### config.mk
export PLATFORM = sky130hd
export DESIGN_NAME = elx_front_flat
export DESIGN_NICKNAME = d
export VERILOG_FILES = /design/src/sv/elx_pkg.sv /design/src/sv/elx_if.sv /design/src/sv/elx_front.sv /design/src/flat_wrapper.sv
export SDC_FILE = /design/constraint.sdc
export NUM_CORES = 1
export LEC_CHECK = 0
export BUFFER_PORTS_ARGS = -buffer_cell sky130_fd_sc_hd__buf_4
export CAP_MARGIN = 20
export CORE_AREA = 2 2 116 84
export CTS_BUF_LIST = sky130_fd_sc_hd__clkbuf_4
export CTS_CLUSTER_SIZE = 40
export DETAILED_ROUTE_END_ITERATION = 16
export DIE_AREA = 0 0 118 86
export GPL_ROUTABILITY_DRIVEN = 1
export SYNTH_ARGS = -nofsm -noshare
export SYNTH_HDL_FRONTEND = slang
export SYNTH_SLANG_ARGS = --single-unit
export TNS_END_PERCENT = 100
### constraint.sdc
create_clock -name clk -period 2.1 [get_ports clk]
set_input_delay 0.315 -clock clk [delete_from_list [all_inputs] [get_ports clk]]
set_output_delay 0.315 -clock clk [all_outputs]
set_load 0.02 [all_outputs]
### src/sv/elx_pkg.sv
package elx_pkg;

	// Width of the saturating character position counter.
	localparam int POS_BITS = 16;
	// Width of the error position field on the result channel.
	localparam int ERR_POS_W = 16;
	// Plan queue between the classifier and the result sequencer.
	localparam int QUEUE_DEPTH = 4;
	localparam int QUEUE_AW = $clog2(QUEUE_DEPTH);

	// Character classes kept between characters.
	typedef enum logic [1:0] {
		CLS_NUM,
		CLS_ALPHA,
		CLS_SPACE,
		CLS_OPER
	} class_t;

	// Kinds of result item.
	typedef enum logic [1:0] {
		KIND_CHAR,
		KIND_TEND,
		KIND_ERROR,
		KIND_EOS
	} kind_t;

	localparam logic [7:0] CH_SPACE  = 8'h20;
	localparam logic [7:0] CH_QUOTE  = 8'h22;
	localparam logic [7:0] CH_DOT    = 8'h2e;
	localparam logic [7:0] CH_LPAREN = 8'h28;
	localparam logic [7:0] CH_RPAREN = 8'h29;
	localparam logic [7:0] CH_STAR   = 8'h2a;

	// Result slots of one character, in emission order from flush up to eos.
	typedef struct packed {
		logic eos;
		logic cend;
		logic err;
		logic chr;
		logic star_t;
		logic star_c;
		logic flush;
	} plan_mask_t;

	// Everything the sequencer needs to emit the results of one character.
	typedef struct packed {
		plan_mask_t mask;
		logic [7:0] ch;
		logic [ERR_POS_W-1:0] pos;
	} plan_t;

	// Operator characters that join into one token.
	function automatic logic is_oper(input logic [7:0] c);
		return (c == 8'h2b) || (c == 8'h2d) || (c == 8'h2a) || (c == 8'h2f) ||
			(c == 8'h25) || (c == 8'h5e) || (c == 8'h3d) || (c == 8'h3c) ||
			(c == 8'h3e) || (c == 8'h21);
	endfunction

endpackage

### src/sv/elx_if.sv
// Character channel into the lexer.
interface elx_in_if;
	logic valid;
	logic ready;
	logic [7:0] in_char;
	logic last_char;

	modport source (output valid, output in_char, output last_char, input ready);
	modport sink (input valid, input in_char, input last_char, output ready);
endinterface


### src/sv/elx_front.sv
module elx_front import elx_pkg::*; (
	input logic clk,
	input logic arst_n,
	elx_in_if.sink in_ch,
	input logic full,
	output logic push,
	output plan_t plan
);

	class_t prev_q, prev_n;
	logic open_q, open_n;
	logic quote_q, quote_n;
	logic err_q, err_n;
	logic [POS_BITS-1:0] count_q, count_inc;
	logic accept;
	logic [7:0] c;
	plan_mask_t m;
	logic old_word;

	// A character is taken whenever the plan queue has room.
	assign in_ch.ready = !full;
	assign accept = in_ch.valid && !full;
	assign c = in_ch.in_char;
	assign old_word = (prev_q == CLS_NUM) || (prev_q == CLS_ALPHA);

	// Position of this character, saturating at the counter's top value.
	assign count_inc = (count_q == {POS_BITS{1'b1}}) ? count_q : count_q + 1'b1;

	// Classify the character and work out its results and the next state.
	always_comb begin
		m = '0;
		prev_n = prev_q;
		open_n = open_q;
		quote_n = quote_q;
		err_n = err_q;
		plan.ch = c;
		priority if (err_q) begin
			plan.ch = c;
		end else if (quote_q) begin
			m.chr = 1'b1;
			open_n = 1'b1;
			if (c == CH_QUOTE) begin
				quote_n = 1'b0;
				m.cend = 1'b1;
				open_n = 1'b0;
				prev_n = CLS_SPACE;
			end
		end else if (c >= 8'h30 && c <= 8'h39) begin
			m.flush = open_q && (prev_q == CLS_OPER);
			m.chr = 1'b1;
			open_n = 1'b1;
			prev_n = CLS_NUM;
		end else if (c >= 8'h61 && c <= 8'h7a) begin
			m.flush = open_q && ((prev_q == CLS_NUM) || (prev_q == CLS_OPER));
			m.star_c = (prev_q == CLS_NUM);
			m.star_t = (prev_q == CLS_NUM);
			m.chr = 1'b1;
			open_n = 1'b1;
			prev_n = CLS_ALPHA;
		end else if (c == CH_SPACE) begin
			if (prev_q != CLS_SPACE) begin
				m.flush = open_q;
				open_n = 1'b0;
			end
			prev_n = CLS_SPACE;
		end else if (c == CH_QUOTE) begin
			m.flush = open_q;
			m.chr = 1'b1;
			open_n = 1'b1;
			quote_n = 1'b1;
			prev_n = CLS_SPACE;
		end else if (c == CH_DOT) begin
			// A dot after a number or name stays in that token.
			m.chr = 1'b1;
			open_n = 1'b1;
			if (!old_word) begin
				m.flush = open_q;
				prev_n = CLS_NUM;
			end
		end else if (c == CH_LPAREN) begin
			m.flush = open_q;
			m.star_c = old_word;
			m.star_t = old_word;
			m.chr = 1'b1;
			m.cend = 1'b1;
			open_n = 1'b0;
			prev_n = CLS_SPACE;
		end else if (c == CH_RPAREN) begin
			m.flush = open_q;
			m.chr = 1'b1;
			m.cend = 1'b1;
			open_n = 1'b0;
			prev_n = CLS_SPACE;
		end else if (is_oper(c)) begin
			m.flush = open_q && old_word;
			m.chr = 1'b1;
			open_n = 1'b1;
			prev_n = CLS_OPER;
		end else begin
			m.err = 1'b1;
			err_n = 1'b1;
		end

		// The final character closes any open token and ends the string.
		if (in_ch.last_char) begin
			m.cend = m.cend || open_n;
			m.eos = 1'b1;
		end
		plan.mask = m;
		plan.pos = m.err ? ERR_POS_W'(count_inc) : '0;
	end

	assign push = accept && (m != '0);

	// Lexer state, cleared after the final character of a string.
	always_ff @(posedge clk or negedge arst_n) begin
		if (!arst_n) begin
			prev_q <= CLS_SPACE;
			open_q <= 1'b0;
			quote_q <= 1'b0;
			err_q <= 1'b0;
			count_q <= '0;
		end else if (accept) begin
			if (in_ch.last_char) begin
				prev_q <= CLS_SPACE;
				open_q <= 1'b0;
				quote_q <= 1'b0;
				err_q <= 1'b0;
				count_q <= '0;
			end else begin
				prev_q <= prev_n;
				open_q <= open_n;
				quote_q <= quote_n;
				err_q <= err_n;
				count_q <= count_inc;
			end
		end
	end

endmodule

### src/flat_wrapper.sv
// flat-port wrapper written by rule: the top's interface ports become plain ports
module elx_front_flat import elx_pkg::*;
  (clk, arst_n, full, push, plan, in_ch_valid, in_ch_in_char, in_ch_last_char, in_ch_ready);
  elx_in_if in_ch_i ();
  input logic clk;
  input logic arst_n;
  input logic full;
  output logic push;
  output plan_t plan;
  input wire logic [$bits(in_ch_i.valid)-1:0] in_ch_valid;
  input wire logic [$bits(in_ch_i.in_char)-1:0] in_ch_in_char;
  input wire logic [$bits(in_ch_i.last_char)-1:0] in_ch_last_char;
  output wire logic [$bits(in_ch_i.ready)-1:0] in_ch_ready;
  assign in_ch_i.valid = in_ch_valid;
  assign in_ch_i.in_char = in_ch_in_char;
  assign in_ch_i.last_char = in_ch_last_char;
  assign in_ch_ready = in_ch_i.ready;
  elx_front u_core (.clk(clk), .arst_n(arst_n), .in_ch(in_ch_i), .full(full), .push(push), .plan(plan));
endmodule
==> results by group <==
Clock tree
  • Clock root buffer: clkbuf_4
  • Clock-pin transition on the worst setup and hold timing paths: 0.16 ns
  • # clock sinks: 21
  • H-tree levels: 1
  • Clock tree from TritonCTS: yes
  • Number of buffers on the longest clock path: 2
  • Insertion delay to the later sink of the worst-skew pair: 0.34 ns
  • Clock buffers created by TritonCTS: 3

Pwr
  • Worst-case vdd ir drop: 0.0001780 V
  • Internal portion of total power: 0.8383 mW
  • Share of total power in sequential cells: 0.330
  • Switching power as a share of total power: 0.3944
  • Switching power summed over all nets: 0.5461 mW
  • Share of power burned in the clock network: 0.164
  • Leakage power: 1.626 nW
  • Combinational group share of total power: 0.506
  • PwrDens: 356.2 nW/µm²

Route
  • Number of violations reported at the end of detailed-routing iteration 0: 201
  • ANT nets after route: 0
  • Via count normalized by instance count: 4.923
  • Via total after detailed routing: 2570
  • DR pass1 iterations: 4
  • Average wire length per cell after detail routing: 15.21 µm
  • Total wirelength of the detailed-routed design: 7939 µm
  • Total DRC errors in the routed layout: 0

Yosys
  • Count of flip-flops with a built-in enable after synthesis: 0
  • Proportion of synthesized chip area in sequential cells: 0.2376
  • Net count after synthesis: 303
  • Async SR Flop Fraction: 1.000
  • Proportion of netlist area held by the largest area contributor: 0.2257
  • Avg Cell Area, Syn: 7.779 µm²
  • Total number of yosys warnings: 0
  • Synth area leader: dfrtp_1
  • Synthesized netlist cell count: 285
  • Synth top area cells: dfrtp_1 23%, nand2_1 5.1%, nor2_1 4.9%
  • Post-synthesis instance area: 2217 µm²
  • Synth unique cells: 63
  • Predominant post-synthesis flop cell: dfrtp_1
  • Synthesized flop and latch total: 21

STA
  • Achievable frequency: 415.6 MHz
  • Final Critical Period: 2.406 ns
  • Final setup slack of the worst path: -0.3061 ns
  • Summed negative setup slack over all endpoints: -5.199 ns
  • Post-route clock skew: 0.02118 ns
  • Tightest Pin Transition: 0.4686 ns
  • Slew Viols, Final: 0
  • Setup repair after global routing missed its margin: true
  • Portion of the clock cycle consumed by the worst path in the final layout: 1.146
  • Worst relative slew slack: 0.6795
  • Final setup violation count: 23
  • Final Hold Viols: 0

Run status
  • Failing checks: setup timing
  • Run status: complete, but fails checks

Floorplanning
  • Starting density of the core: 0.2474
  • I/O pin total: 46
  • Area of the die: 10150 µm²
  • Die Span X: 118 µm
  • Standard-cell row count: 29
  • Area of the core region: 8962 µm²
  • Die Span Y: 86 µm

Critical path
  • Startpoint Class: register
  • R2R Setup Slk: 0.09 ns
  • Maximum net fanout on the critical path: 3
  • Crit. End Element: output port
  • Classification of the worst setup path: reg -> out
  • Worst R2R Start: u_core.prev_q[1]
  • Data arrival time of the worst path: 2.09 ns
  • Endpoint of the worst-slack reg-to-reg timing path: u_core.prev_q[0]
  • Worst EP required: 1.78 ns
  • Number of cells on the worst reg-to-reg path: 9

Placement
  • Worst slack, placed: -0.3830 ns
  • Buffers added on ports: 45
  • DP Wirelength: 5527 µm
  • Placer's final routability congestion estimate: 0.8832
  • Post-DP Area: 3178 µm²
  • Number of cells in the design after placement: 501

Hold path
  • Hold Crit Start: in_ch_last_char
  • Destination of the worst hold path: u_core.count_q[15]
  • Cell count of the worst hold path: 3
  • Path category of the worst min-delay check: in -> reg

Global routing
  • Total GRT Usage: 0.1516
  • Largest net degree at the start of global routing: 22
  • Overall overflow remaining after global route: 0
  • Wire length of the first global-routing pass: 12580 µm
  • Number of global-route vias before repair: 2519
  • Antenna violations before repair: 0

Cells and area
  • Multi-input combinational cell area: 1908 µm²
  • Top library cells by usage in the layout, fill and taps aside: 101 x buf_4, 28 x buf_6, 23 x nand2_1, 19 x o21ai_0, 19 x dfrtp_1
  • ANT cells: 0
  • Final design area excluding fillers: 3886 µm²
  • Fraction of final layout cells with drive strength greater than 1: 0.5930
  • Commonest non-fill, non-tap cell in the layout: buf_4
  • Total number of nets in the final design: 417
  • Final instance count without filler cells: 522
  • # fillers: 862
  • Post-synthesis to final-layout area growth: 75.28%
  • Total area of sequential cells: 528.0 µm²
  • Post-layout utilization of the core: 0.4336

Job
  • Max cap viols: 0
-- sequential cells by signal (all words and copies together) (netlist names) --
signal	flops
u_core.count_q	16
u_core.open_q	1
u_core.prev_q	2
u_core.quote_q	1
u_core.err_q	1
-- worst max path at each step --
stage | start | end | slack [ns] | cells after the start
after detailed placement | in_ch_in_char[2] | plan[3] | -0.38 | 8
after global routing | u_core.count_q[3] | plan[15] | -0.40 | 8
after CTS | in_ch_in_char[4] | push | -0.31 | 8
final | u_core.prev_q[1] | push | -0.31 | 8
after global placement | in_ch_in_char[2] | plan[7] | -0.36 | 8
after floorplan | in_ch_in_char[2] | plan[10] | -0.17 | 7
-- layout make-up --
cell class | count | share of cell area
Clock buffer | 3 | 0.005795
Tap cell | 124 | 0.03992
Timing Repair Buffer | 137 | 0.3136
Sequential cell | 21 | 0.1359
Clock inverter | 1 | 0.001288
Multi-Input combinational cell | 224 | 0.4910
Inverter | 12 | 0.01256
-- power groups by stage --
stage	registers (mW)	logic (mW)	clock network, mW
3_5_place_dp	0.459	0.509	0
4_1_cts	0.455	0.587	0.224
3_3_place_gp	0.458	0.502	0
6_report	0.457	0.700	0.227
5_1_grt	0.461	0.743	0.247
2_1_floorplan	0.462	0.301	0
-- synthesized netlist by cell type (all sizes together) (3+ instances only) --
| cell type | number |
|---|---|
| nor2b | 4 |
| o21ai | 21 |
| dfrtp | 20 |
| nand2 | 31 |
| nor2 | 38 |
| a31oi | 4 |
| a21oi | 15 |
| and2 | 4 |
| a21o | 4 |
| xnor2 | 6 |
| o31ai | 8 |
| xor2 | 5 |
| clkbuf | 9 |
| nor3 | 13 |
| and3 | 7 |
| buf | 19 |
| ha | 5 |
| nor4 | 5 |
| inv | 12 |
| nand3 | 11 |
| nand4 | 3 |
-- cells by family after synthesis --
kind of cell | synth area share
adders and majority gates | 0.02822
AOI/OAI and AO/OA | 0.2545
DFF | 0.2376
xor gates and xnor gates | 0.04345
buffers and inverters | 0.1072
muxes | 0.01467
and+or+nand+nor | 0.3143
-- per-stage QoR --
step | power (mW) | hold slack, ns
2_1_floorplan | 0.7637 | 0.01941
3_3_place_gp | 0.9600 | 0.2279
6_report | 1.384 | 0.2985
3_5_place_dp | 0.9687 | 0.2299
4_1_cts | 1.266 | 0.2976
5_1_grt | 1.450 | 0.2974
-- critical path, cell delays in order, from the launching register on --
cell       delay (ns)
dfstp_2          0.56
inv_2            0.06
ha_4             0.17
nor2_4           0.16
or2_4            0.14
o2111ai_2        0.10
and4_4           0.18
o31a_1           0.27
buf_6            0.14
-- repair_timing --
action | in CTS | in global routing
resized for setup | 67 | 58
gates cloned | 0 | 1
pin swaps | 17 | 14
hold endpoints to repair | 20 | 0
setup buffers | 10 | 7
hold buffers | 1 | 0
setup endpoints to repair | 24 | 25
-- layer usage --
layer	vias up	wire length, µm	GRT usage
li1	1246	-	-
met1	1256	3696	0.2056
met2	58	3880	0.2489
met3	10	241	0.02194
met4	0	121	0.05148
met5	-	0	0
(Power assumes the default switching activity.)
