[config.mk]
export PLATFORM = sky130hd
export DESIGN_NAME = elx_queue
export DESIGN_NICKNAME = d
export VERILOG_FILES = /design/src/sv/elx_pkg.sv /design/src/sv/elx_queue.sv
export SDC_FILE = /design/constraint.sdc
export NUM_CORES = 1
export LEC_CHECK = 0
export ABC_CLOCK_PERIOD_IN_PS = 2390
export BUFFER_PORTS_ARGS = -buffer_cell sky130_fd_sc_hd__buf_2
export CAP_MARGIN = 20
export CORE_UTILIZATION = 55
export CTS_CLUSTER_DIAMETER = 30
export CTS_CLUSTER_SIZE = 30
export DETAILED_ROUTE_END_ITERATION = 8
export GPL_ROUTABILITY_DRIVEN = 0
export GPL_TIMING_DRIVEN = 0
export PLACE_DENSITY = 0.75
export SETUP_SLACK_MARGIN = 0.05
export SYNTH_ARGS = -nofsm -noshare
export SYNTH_HDL_FRONTEND = slang
export SYNTH_SLANG_ARGS = --single-unit
[constraint.sdc]
create_clock -name clk -period 2.39 [get_ports clk]
set_input_delay 0 -clock clk [delete_from_list [all_inputs] [get_ports clk]]
set_output_delay 0 -clock clk [all_outputs]
set_load 0.05 [all_outputs]
[src/sv/elx_pkg.sv]
package elx_pkg;

	// Width of the saturating character position counter.
	localparam int POS_BITS = 16;
	// Width of the error position field on the result channel.
	localparam int ERR_POS_W = 16;
	// Plan queue between the classifier and the result sequencer.
	localparam int QUEUE_DEPTH = 4;
	localparam int QUEUE_AW = $clog2(QUEUE_DEPTH);

	// Character classes kept between characters.
	typedef enum logic [1:0] {
		CLS_NUM,
		CLS_ALPHA,
		CLS_SPACE,
		CLS_OPER
	} class_t;

	// Kinds of result item.
	typedef enum logic [1:0] {
		KIND_CHAR,
		KIND_TEND,
		KIND_ERROR,
		KIND_EOS
	} kind_t;

	localparam logic [7:0] CH_SPACE  = 8'h20;
	localparam logic [7:0] CH_QUOTE  = 8'h22;
	localparam logic [7:0] CH_DOT    = 8'h2e;
	localparam logic [7:0] CH_LPAREN = 8'h28;
	localparam logic [7:0] CH_RPAREN = 8'h29;
	localparam logic [7:0] CH_STAR   = 8'h2a;

	// Result slots of one character, in emission order from flush up to eos.
	typedef struct packed {
		logic eos;
		logic cend;
		logic err;
		logic chr;
		logic star_t;
		logic star_c;
		logic flush;
	} plan_mask_t;

	// Everything the sequencer needs to emit the results of one character.
	typedef struct packed {
		plan_mask_t mask;
		logic [7:0] ch;
		logic [ERR_POS_W-1:0] pos;
	} plan_t;

	// Operator characters that join into one token.
	function automatic logic is_oper(input logic [7:0] c);
		return (c == 8'h2b) || (c == 8'h2d) || (c == 8'h2a) || (c == 8'h2f) ||
			(c == 8'h25) || (c == 8'h5e) || (c == 8'h3d) || (c == 8'h3c) ||
			(c == 8'h3e) || (c == 8'h21);
	endfunction

endpackage

[src/sv/elx_queue.sv]
module elx_queue import elx_pkg::*; (
	input logic clk,
	input logic arst_n,
	input logic push,
	input plan_t push_data,
	input logic pop,
	output plan_t head,
	output logic empty,
	output logic full
);

	plan_t entries_q [QUEUE_DEPTH];
	logic [QUEUE_AW-1:0] wr_ptr_q, rd_ptr_q;
	logic [QUEUE_AW:0] count_q;

	assign empty = (count_q == '0);
	assign full = (count_q == (QUEUE_AW + 1)'(QUEUE_DEPTH));
	assign head = entries_q[rd_ptr_q];

	// Plan storage.
	always_ff @(posedge clk) begin
		if (push) begin
			entries_q[wr_ptr_q] <= push_data;
		end
	end

	// Pointers and fill count.
	always_ff @(posedge clk or negedge arst_n) begin
		if (!arst_n) begin
			wr_ptr_q <= '0;
			rd_ptr_q <= '0;
			count_q <= '0;
		end else begin
			if (push) begin
				wr_ptr_q <= (wr_ptr_q == QUEUE_AW'(QUEUE_DEPTH - 1)) ? '0 : wr_ptr_q + 1'b1;
			end
			if (pop) begin
				rd_ptr_q <= (rd_ptr_q == QUEUE_AW'(QUEUE_DEPTH - 1)) ? '0 : rd_ptr_q + 1'b1;
			end
			if (push && !pop) begin
				count_q <= count_q + 1'b1;
			end else if (pop && !push) begin
				count_q <= count_q - 1'b1;
			end
		end
	end

endmodule

==> metrics.md, run 1 <==
| Metric | Value |
|---|---|
| Die width | `96.69 um` |
| First-pass GRT wire length | `12850 um` |
| Syn_nets | `241` |
| CP max-delay cell | `mux4_2` |
| Most common cell after layout, fill and taps aside | `edfxtp_1` |
| Post-route ant nets | `0` |
| Crit start category | `register` |
| Critical path required time | `2.39 ns` |
| Cell area after synthesis | `4931 um^2` |
| Placed cells | `374` |
| Die area | `9348 um^2` |
| Status | `complete, no violations` |
| Synth warn | `0` |
| Die H | `96.69 um` |
| Hold Crit Start | `push_data[7]` |
| Rows | `34` |
| Hold Path Stages | `2` |
| Pins Over Slew Limit | `0` |
| I/O Buffers | `67` |
| Max FO, Critical Path | `10` |
| Worst Path Class, Setup | `register to output pin` |
| Synth top area cells | `edfxtp_1 76%, mux4_2 13%, dfrtp_1 3.6%` |
| Gr ovfl total | `0` |
| Cell Count, Final, Fillers Out | `440` |
| Crit end category | `output pin` |
| CTS Hold Bufs | `35` |
| CP Cell Sequence | `buf_6 > buf_12 > mux4_2 > buf_2` |
| Max Cap Viol | `0` |
| Data arrival time of the critical path | `1.95 ns` |
| RSZ-0062 raised after global routing | `no` |
| Number of global-route vias before repair | `2507` |
| CTS root buf | `clkbuf_8` |
| Final hold violations | `0` |
| Final core occ | `72.45%` |
| Max Root-Sink Buffers | `2` |
| Leak Pwr | `2.290 nW` |
| Area after DPL | `5406 um^2` |
| Largest net degree at the start of global routing | `32` |
| Final setup fails | `0` |
| Clock sink count | `131` |
| Hold WC Path Type | `input port to register` |
| Finished Cell Area | `6319 um^2` |
| Count of cell types in the netlist | `19` |
| Vias per cell | `5.355` |
| Core area | `8721 um^2` |
| # diodes | `0` |
| Fillers | `514` |
| Sequential share of the synthesized area | `79.07%` |
| CP top delay family | `buffers and inverters` |
| Slew HR | `43.48%` |
| Commonest non-fill, non-tap cells in the layout | `124 x edfxtp_1, 70 x buf_2, 35 x dlygate4sd3_1` |
| Post-Synthesis Cells | `199` |
| Post-cts resize count | `0` |
| Total negative slack | `0 ns` |
| Ports | `68` |
| Pre-antenna DRT Iters | `5` |
| Peak VDD IR | `0.7049 mV` |
| Initial Util | `56.54%` |
| Buf/Inv on CP | `3` |
| Via count | `2356` |
| Hpwl dp | `4531 um` |
| Setup slack, reg-to-reg | `0.64 ns` |
| Reg2Reg Depth | `3` |
| Yosys top cell area share | `75.51%` |
| PD cells | `1366 nW/um^2` |
| Drt drc | `0` |
| GRT Total Usage | `18.81%` |
| H-tree levels | `4` |
| Worst Clk Skew | `0.006587 ns` |
| Routed wire length | `8028 um` |
| Least-Margin Pin Slew | `0.8478 ns` |
| CTS clk-pin slew, worst paths | `0.06 ns` |
| Syn_area_per_cell | `24.78 um^2` |
| Clk_lat worst skew | `0.50 ns` |
| Hold WS | `0.2472 ns` |
| Crit. path cell count | `4` |
| Layout area overhead | `28.14%` |
| Initial DRC count | `130` |
| Drt wl/cell | `18.25 um` |
| Fin crit share | `81.75%` |
| Share of cells above drive strength 1 | `40.96%` |
| Post-CTS Setup Bufs | `0` |
| Final #Nets | `362` |
| Synth Register Bits | `131` |
| CTS buffer count | `17` |
| R2r startpoint | `wr_ptr_q[0]` |
| Initial antenna violation count | `0` |
| CTS tree | `done` |
| Fmax | `511.8 MHz` |
| Final Critical Period | `1.954 ns` |
| Worst stage delay on the critical path | `0.53 ns` |
| Yosys top cell by area | `edfxtp_1` |
| Crit. Startpoint | `rd_ptr_q[0]` |
[stage by stage]
stage / setup WS [ns] / power [mW]
3_3_place_gp: 0.06887 / 6.191
5_1_grt: 0.3635 / 8.965
6_report: 0.4362 / 8.634
4_1_cts: 0.4044 / 8.712
3_5_place_dp: 0.6115 / 6.228
2_1_floorplan: 0.6084 / 5.602
[layer usage]
layer / track usage (%) / routed length, um
met5: 0 / 0
met4: 9.529 / 116
met3: 4.986 / 277
met2: 30.28 / 4139
met1: 23.86 / 3494
[path summary, 6_finish.rpt]
kind                               endpoint
min reg2reg                      count_q[2]
min in group asynchronous       wr_ptr_q[0]
min                         entries_q[3][7]
max in group asynchronous        count_q[1]
max                                head[25]
max reg2reg                entries_q[0][20]
[layout make-up]
class	count	area [um^2]	share of cell area, %
Clock inverter	12	140.1	2.218
Inverter	4	15.01	0.2376
Sequential cell	131	3899	61.70
Timing Repair Buffer	102	685.7	10.85
Buffer	7	86.33	1.366
Clock buffer	19	421.7	6.673
Multi-Input combinational cell	57	935.9	14.81
Tap cell	108	135.1	2.139
[registers in the layout, indices dropped and copies added, names as in the netlist]
signal and flops:
entries_q 124, wr_ptr_q 2, rd_ptr_q 2, count_q 3
[synthesized netlist by cell type (all sizes together)]
library cell  instances
edfxtp              124
mux4                 31
buf                   7
dfrtp                 7
ha                    6
and2                  4
inv                   4
mux2                  3
nor2                  3
nand2                 2
o21ai                 2
xor2                  2
fa                    1
nor3                  1
nor3b                 1
xnor2                 1
[where the power goes]
| part | total, mW | leakage (nW) | switching [mW] | internal (mW) |
|---|---|---|---|---|
| clock | 2.43 | 0.280 | 0.868 | 1.57 |
| sequential | 3.10 | 1.22 | 0.137 | 2.97 |
| combinational | 3.10 | 0.788 | 2.06 | 1.04 |
| total | 8.63 | 2.29 | 3.07 | 5.57 |
[cells by family (layout without fill, tap and decap cells)]
| group | after synthesis | in the layout | synth area share, % |
|---|---|---|---|
| flip-flops | 131 | 131 | 79.07 |
| multiplexers | 34 | 34 | 15.07 |
| AND/OR/NAND/NOR | 11 | 11 | 1.142 |
| buffers and inverters | 11 | 144 | 2.055 |
| adder cells (fa/ha/maj) | 7 | 7 | 1.928 |
| XOR/XNOR | 3 | 3 | 0.5330 |
| AO/OA/AOI/OAI | 2 | 2 | 0.2030 |
Power figures use the tool's default switching activity.
==> run 2: changes to the inputs <==
- ABC_CLOCK_PERIOD_IN_PS: 2390 -> 1800
- clock period: 2.39 -> 1.8 ns (I/O delays scaled with it)
==> run 2 against run 1 <==
Critical endpoint is now head[6]. Highest routed layer unchanged. Critical path type unchanged. Global-route usage grew 1.6 points. Non-clock buffer count up 4. Clock power grew 46%. The run now ends with negative setup slack left. Design area up 4.5%.
==> metrics.md, run 2 (synthesis results as in run 1) <==
| Metric | Value |
|---|---|
| Final Critical Period | `1.889 ns` |
| Critical path required time | `1.80 ns (-0.59 ns)` |
| Leak Pwr | `2.382 nW (+4.0%)` |
| Part of the power in registers | `32.8% (-3.1 points)` |
| Worst Hold Path EP | `entries_q[1][1]` |
| Hold Crit Start | `push_data[1]` |
| GRT Total Usage | `20.44% (+1.6 points)` |
| CP Cell Sequence | `buf_6 > buf_12 > mux4_2 > buf_6` |
| Fillers | `487 (-5.3%)` |
| Slew HR | `66.91% (+23 points)` |
| Clk_lat worst skew | `0.51 ns (about the same)` |
| Final #Nets | `366 (+1.1%)` |
| Gr ovfl total | `0 (unchanged)` |
| Clock sink count | `131 (unchanged)` |
| Initial Util | `56.54% (unchanged)` |
| Failing checks | `negative setup slack` |
| Via count | `2400 (+1.9%)` |
| Worst stage delay on the critical path | `0.55 ns (+0.02 ns)` |
| Drt drc | `0 (unchanged)` |
| Worst Path Class, Setup | `register to output pin` |
| H-tree levels | `4 (unchanged)` |
| FF/Latch Area | `3900 um^2 (about the same)` |
| Least-Margin Pin Slew | `0.4964 ns (-0.3514 ns)` |
| # diodes | `0 (unchanged)` |
| Number of global-route vias before repair | `2736 (+9.1%)` |
| Data arrival time of the critical path | `1.89 ns (-0.06 ns)` |
| Worst Clk Skew | `0.008256 ns (+0.001669 ns)` |
| Largest register FFs | `124 (unchanged)` |
| Multi-input logic area | `929.6 um^2 (-0.67%)` |
| Die H | `96.69 um (unchanged)` |
| Vias per cell | `5.393 (+0.72%)` |
| Drt wl/cell | `19.35 um (+6.1%)` |
| NetSw | `4.364 mW (+42%)` |
| Largest net degree at the start of global routing | `32 (unchanged)` |
| Regs by FF count | `entries_q (124), count_q (3)` |
| I/O Buffers | `67 (unchanged)` |
| Initial antenna violation count | `0 (unchanged)` |
| Layout area overhead | `33.93%` |
| First-pass GRT wire length | `13850 um (+7.8%)` |
| Gate power share | `39.0% (+3.1 points)` |
| Routed wire length | `8612 um (+7.3%)` |
| Pre-antenna DRT Iters | `4 (-1)` |
| Clock share of power | `28.2% (about the same)` |
| Crit end category | `output pin` |
| Largest register by flop count | `entries_q` |
| Commonest non-fill, non-tap cells in the layout | `124 x edfxtp_1, 36 x buf_2, 35 x dlygate4sd3_1` |
| Hpwl dp | `4688 um (+3.5%)` |
| Initial DRC count | `120 (-7.7%)` |
| Max Root-Sink Buffers | `2 (unchanged)` |
| Reg-to-Reg End | `entries_q[0][2]` |
| CTS tree | `done` |
| Reg2Reg Depth | `3 (unchanged)` |
| Cell mode on critical path | `buf_6` |
| P_int | `8.201 mW (+47%)` |
| Hold WC Path Type | `input port to register` |
| Sw Ratio | `34.73% (-0.78 points)` |
| CP max-delay cell | `mux4_2` |
| Fmax | `529.4 MHz` |
| Core area | `8721 um^2 (unchanged)` |
| Share of cells above drive strength 1 | `43.92% (+3.0 points)` |
| Post-route ant nets | `0 (unchanged)` |
| Total negative slack | `-1.498 ns (-1.498 ns)` |
| Max Cap Viol | `0 (unchanged)` |
| Crit start category | `register` |
| Setup WS post-layout | `-0.08910 ns (-0.5253 ns)` |
| Fin crit share | `104.9%` |
| Hold Path Stages | `2 (unchanged)` |
| Final setup fails | `29 (+29)` |
| Peak VDD IR | `1.217 mV (+73%)` |
| Status | `finished, violations left` |
| Die area | `9348 um^2 (unchanged)` |
| CTS buffer count | `17 (unchanged)` |
| Pins Over Slew Limit | `0 (unchanged)` |
| Rows | `34 (unchanged)` |
| Final hold violations | `0 (unchanged)` |
| RSZ-0062 raised after global routing | `yes` |
| R2r startpoint | `wr_ptr_q[0]` |
| CTS clk-pin slew, worst paths | `0.06 ns (about the same)` |
| Most common cell after layout, fill and taps aside | `edfxtp_1` |
| Pre-CTS setup slack | `0.02135 ns (-0.5902 ns)` |
| Ports | `68 (unchanged)` |
| CTS root buf | `clkbuf_8` |
| Max FO, Critical Path | `10 (unchanged)` |
| PD cells | `1903 nW/um^2 (+39%)` |
| Die width | `96.69 um (unchanged)` |
| Setup slack, reg-to-reg | `0.28 ns (-0.36 ns)` |
==> run 2: worst max-delay path by stage <==
stage	from	cells after the start	endpoint	slack (ns)
3_5_place_dp	wr_ptr_q[0]	3	entries_q[0][0]	0.02
2_1_floorplan	wr_ptr_q[0]	2	entries_q[3][0]	0.1
4_1_cts	rd_ptr_q[0]	4	head[15]	-0.13
3_3_place_gp	wr_ptr_q[0]	2	entries_q[3][0]	-0.43
6_report	rd_ptr_q[0]	4	head[6]	-0.09
5_1_grt	rd_ptr_q[0]	4	head[6]	-0.15
==> run 2: repair_timing <==
item | in CTS | in global routing
gates resized for setup | 64 | 11
endpoints found under the setup margin | 124 | 62
hold buffers | 35 | 0
hold endpoints to repair | 136 | 0
pin swaps | 0 | 0
setup buffers | 3 | 1
==> run 2: final cells by class <==
| class | count | share of cell area [%] |
|---|---|---|
| Buffer | 7 | 1.421 |
| Clock buffer | 17 | 6.271 |
| Clock inverter | 15 | 3.126 |
| Inverter | 4 | 0.2274 |
| Multi-Input combinational cell | 57 | 14.08 |
| Sequential cell | 131 | 59.06 |
| Tap cell | 108 | 2.046 |
| Timing Repair Buffer | 106 | 13.77 |
==> run 2: through the flow <==
stage               power, mW  util, %  hold WS, ns  cells  area (um^2)
detailed placement      8.301    61.99      -0.1520    374         5406
global route            13.02    75.72       0.2294    445         6604
CTS                     12.58    75.54       0.2214    444         6588
floorplan               7.435        -      -0.2956    199         4935
global placement        8.216    61.98      -0.1587    374         5405
finish                  12.57    75.72       0.2323    445         6604
==> run 2: power by group through the flow <==
stage / sequential (mW) / combinational [mW] / clock, mW
final: 4.12 / 4.91 / 3.54
after global routing: 4.17 / 5.13 / 3.72
after CTS: 4.12 / 4.88 / 3.58
after detailed placement: 4.18 / 4.12 / 0
after global placement: 4.14 / 4.07 / 0
after floorplan: 4.11 / 3.33 / 0
==> run 2: layer usage <==
layer	track usage (%)	vias to the layer above	part of all wire, %
li1	-	1086	-
met1	24.35	1230	42
met2	34.99	70	53
met3	5.419	14	4.0
met4	9.300	0	1.7
met5	0	-	0
==> run 2: worst max-delay path: cells and delay by family (launching register included) <==
| family | cells | cell delay (ns) |
|---|---|---|
| muxes | 1 | 0.55 |
| buffers and inverters | 3 | 0.48 |
| DFF | 1 | 0.35 |
==> run 3: changes to the inputs <==
- SETUP_SLACK_MARGIN: 0.05 -> not set
- TNS_END_PERCENT: not set -> 50
==> run 3 against run 2 <==
Die area stayed put. Global-route usage is 0.89 points lower. Largest cell class unchanged. Fmax is 2.8% lower. Clock power is 8.8% lower. Critical path depth stayed put. Highest routed layer unchanged. Routed wire length is 3.4% higher. The flow still finishes with violations (negative setup slack). Critical endpoint unchanged. Total power is 0.56% lower.
==> metrics.md, run 3 (synthesis results as in run 1) <==
| Metric | Value |
|---|---|
| Status | `finished, violations left` |
| Failing checks | `negative setup slack` |
| Worst Clk Skew | `0.007704 ns (-0.0005515 ns)` |
| CTS clk-pin slew, worst paths | `0.06 ns (about the same)` |
| Initial Util | `56.54% (unchanged)` |
| Final setup fails | `30 (+3.4%)` |
| Final #Nets | `368 (+0.55%)` |
| Worst Path Class, Setup | `register to output pin` |
| Fillers | `472 (-3.1%)` |
| Final Critical Period | `1.943 ns (+0.05400 ns)` |
| Regs by FF count | `entries_q (124), count_q (3)` |
| Total negative slack | `-2.708 ns (-1.210 ns)` |
| Hold Path Stages | `2 (unchanged)` |
| Crit start category | `register` |
| Gr ovfl total | `0 (unchanged)` |
| Hold Crit Start | `push_data[7]` |
| Critical path required time | `1.80 ns (about the same)` |
| Commonest non-fill, non-tap cells in the layout | `124 x edfxtp_1, 38 x buf_2, 35 x dlygate4sd3_1` |
| Setup WS post-layout | `-0.1431 ns (-0.05400 ns)` |
| Reg2Reg Depth | `2 (-1)` |
| Die width | `96.69 um (unchanged)` |
| Ports | `68 (unchanged)` |
| Final hold violations | `0 (unchanged)` |
| Layout area overhead | `34.51%` |
| Max Root-Sink Buffers | `2 (unchanged)` |
| Slew HR | `45.05% (-22 points)` |
| Most common cell after layout, fill and taps aside | `edfxtp_1` |
| Reg-to-Reg End | `entries_q[3][21]` |
| Cell Count, Final, Fillers Out | `446 (+0.22%)` |
| Hold WC Path Type | `input port to register` |
| CTS root buf | `clkbuf_8` |
| Number of global-route vias before repair | `2571 (-6.0%)` |
| Data arrival time of the critical path | `1.94 ns (+0.05 ns)` |
| Placed cells | `374 (unchanged)` |
| H-tree levels | `4 (unchanged)` |
| Initial DRC count | `131 (+9.2%)` |
| Post-route ant nets | `0 (unchanged)` |
| First-pass GRT wire length | `13230 um (-4.5%)` |
| Drt drc | `0 (unchanged)` |
| Rows | `34 (unchanged)` |
| CTS tree | `done` |
| Cell mode on critical path | `buf_12` |
| # diodes | `0 (unchanged)` |
| Peak VDD IR | `0.9912 mV (-19%)` |
| Max FO, Critical Path | `5 (-5)` |
| Largest register FFs | `124 (unchanged)` |
| Pre-antenna DRT Iters | `4 (unchanged)` |
| CP Cell Sequence | `buf_12 > buf_12 > mux4_2 > buf_6` |
| Power Total | `12.49 mW (-0.56%)` |
| PD cells | `1884 nW/um^2 (-0.99%)` |
| Leak Pwr | `2.407 nW (+1.1%)` |
| Worst Hold Path EP | `entries_q[3][7]` |
| Die H | `96.69 um (unchanged)` |
| Crit end category | `output pin` |
| Initial antenna violation count | `0 (unchanged)` |
| Final core occ | `76.05% (+0.33 points)` |
| Worst stage delay on the critical path | `0.56 ns (about the same)` |
| R2r startpoint | `wr_ptr_q[0]` |
| Die area | `9348 um^2 (unchanged)` |
| Routed wire length | `8901 um (+3.4%)` |
| GRT Total Usage | `19.55% (-0.89 points)` |
| Max Cap Viol | `0 (unchanged)` |
| Via count | `2432 (+1.3%)` |
| CP max-delay cell | `mux4_2` |
| Hpwl dp | `4531 um (-3.4%)` |
| Fin crit share | `107.9% (+3.0 points)` |
| Largest net degree at the start of global routing | `32 (unchanged)` |
| Clk_lat worst skew | `0.50 ns (about the same)` |
| Clock sink count | `131 (unchanged)` |
| Share of cells above drive strength 1 | `43.20% (-0.72 points)` |
| Hold WS | `0.2430 ns (+0.01065 ns)` |
| Setup slack, reg-to-reg | `0.12 ns (-0.16 ns)` |
| Fmax | `514.6 MHz (-2.8%)` |
| I/O Buffers | `67 (unchanged)` |
| Vias per cell | `5.453 (+1.1%)` |
| CTS buffer count | `17 (unchanged)` |
| Pins Over Slew Limit | `0 (unchanged)` |
| Largest register by flop count | `entries_q` |
| Crit. Startpoint | `rd_ptr_q[0]` |
| RSZ-0062 raised after global routing | `yes` |
| Drt wl/cell | `19.96 um (+3.1%)` |
| Least-Margin Pin Slew | `0.8243 ns (+0.3278 ns)` |
| Core area | `8721 um^2 (unchanged)` |
run 3: changes by cell type in the layout (fill, tap and decap cells not counted), sizes merged:
cell	previous run	this run
clkbuf	19	23
clkinv	5	9
clkinvlp	3	0
inv	7	4
bufinv	4	3
run 3: final cells by class:
| class | count | area, um^2 | share of cell area, % |
|---|---|---|---|
| Buffer | 7 | 97.59 | 1.471 |
| Clock buffer | 19 | 421.7 | 6.357 |
| Clock inverter | 12 | 140.1 | 2.113 |
| Inverter | 4 | 15.01 | 0.2264 |
| Multi-Input combinational cell | 57 | 928.4 | 14.00 |
| Sequential cell | 131 | 3900 | 58.80 |
| Tap cell | 108 | 135.1 | 2.037 |
| Timing Repair Buffer | 108 | 994.7 | 15.00 |
run 3: worst max path at each step:
stage / slack (ns) / to
floorplan: 0.02 / entries_q[2][0]
global placement: -0.52 / entries_q[0][0]
detailed placement: 0.02 / entries_q[0][1]
CTS: -0.14 / head[21]
global route: -0.18 / head[6]
finish: -0.14 / head[6]
run 3: power breakdown:
group | internal, mW | total (mW) | switching [mW] | leakage, nW
clock network | 2.08 | 3.23 | 1.16 | 0.280
registers | 3.94 | 4.15 | 0.215 | 1.22
logic | 2.18 | 5.11 | 2.93 | 0.906
total | 8.19 | 12.5 | 4.30 | 2.41
run 3: stage by stage:
step | setup slack [ns] | cell area [um^2]
finish | -0.1431 | 6633
global route | -0.1813 | 6633
CTS | -0.1410 | 6515
detailed placement | 0.02151 | 5406
global placement | -0.5211 | 5401
floorplan | 0.01843 | 4931
run 3: repair_timing:
item,CTS,global route
setup endpoints to repair,31,124
cloned,0,4
buffers inserted,1,1
hold buffers,35,0
pin swaps,0,0
endpoints found under the hold margin,136,0
resized for setup,63,9
run 3: worst max-delay path, delay by kind of cell, from the launching register on:
| family | cells | cell delay, ns |
|---|---|---|
| mux | 1 | 0.56 |
| buf+inv | 3 | 0.46 |
| flops | 1 | 0.42 |
run 3: routing by layer:
layer,vias up,global-route usage (%),part of all wire (%)
li1,1088,-,-
met1,1260,23.49,41
met2,71,32.77,53
met3,13,5.275,3.2
met4,0,9.759,2.2
met5,-,0,0
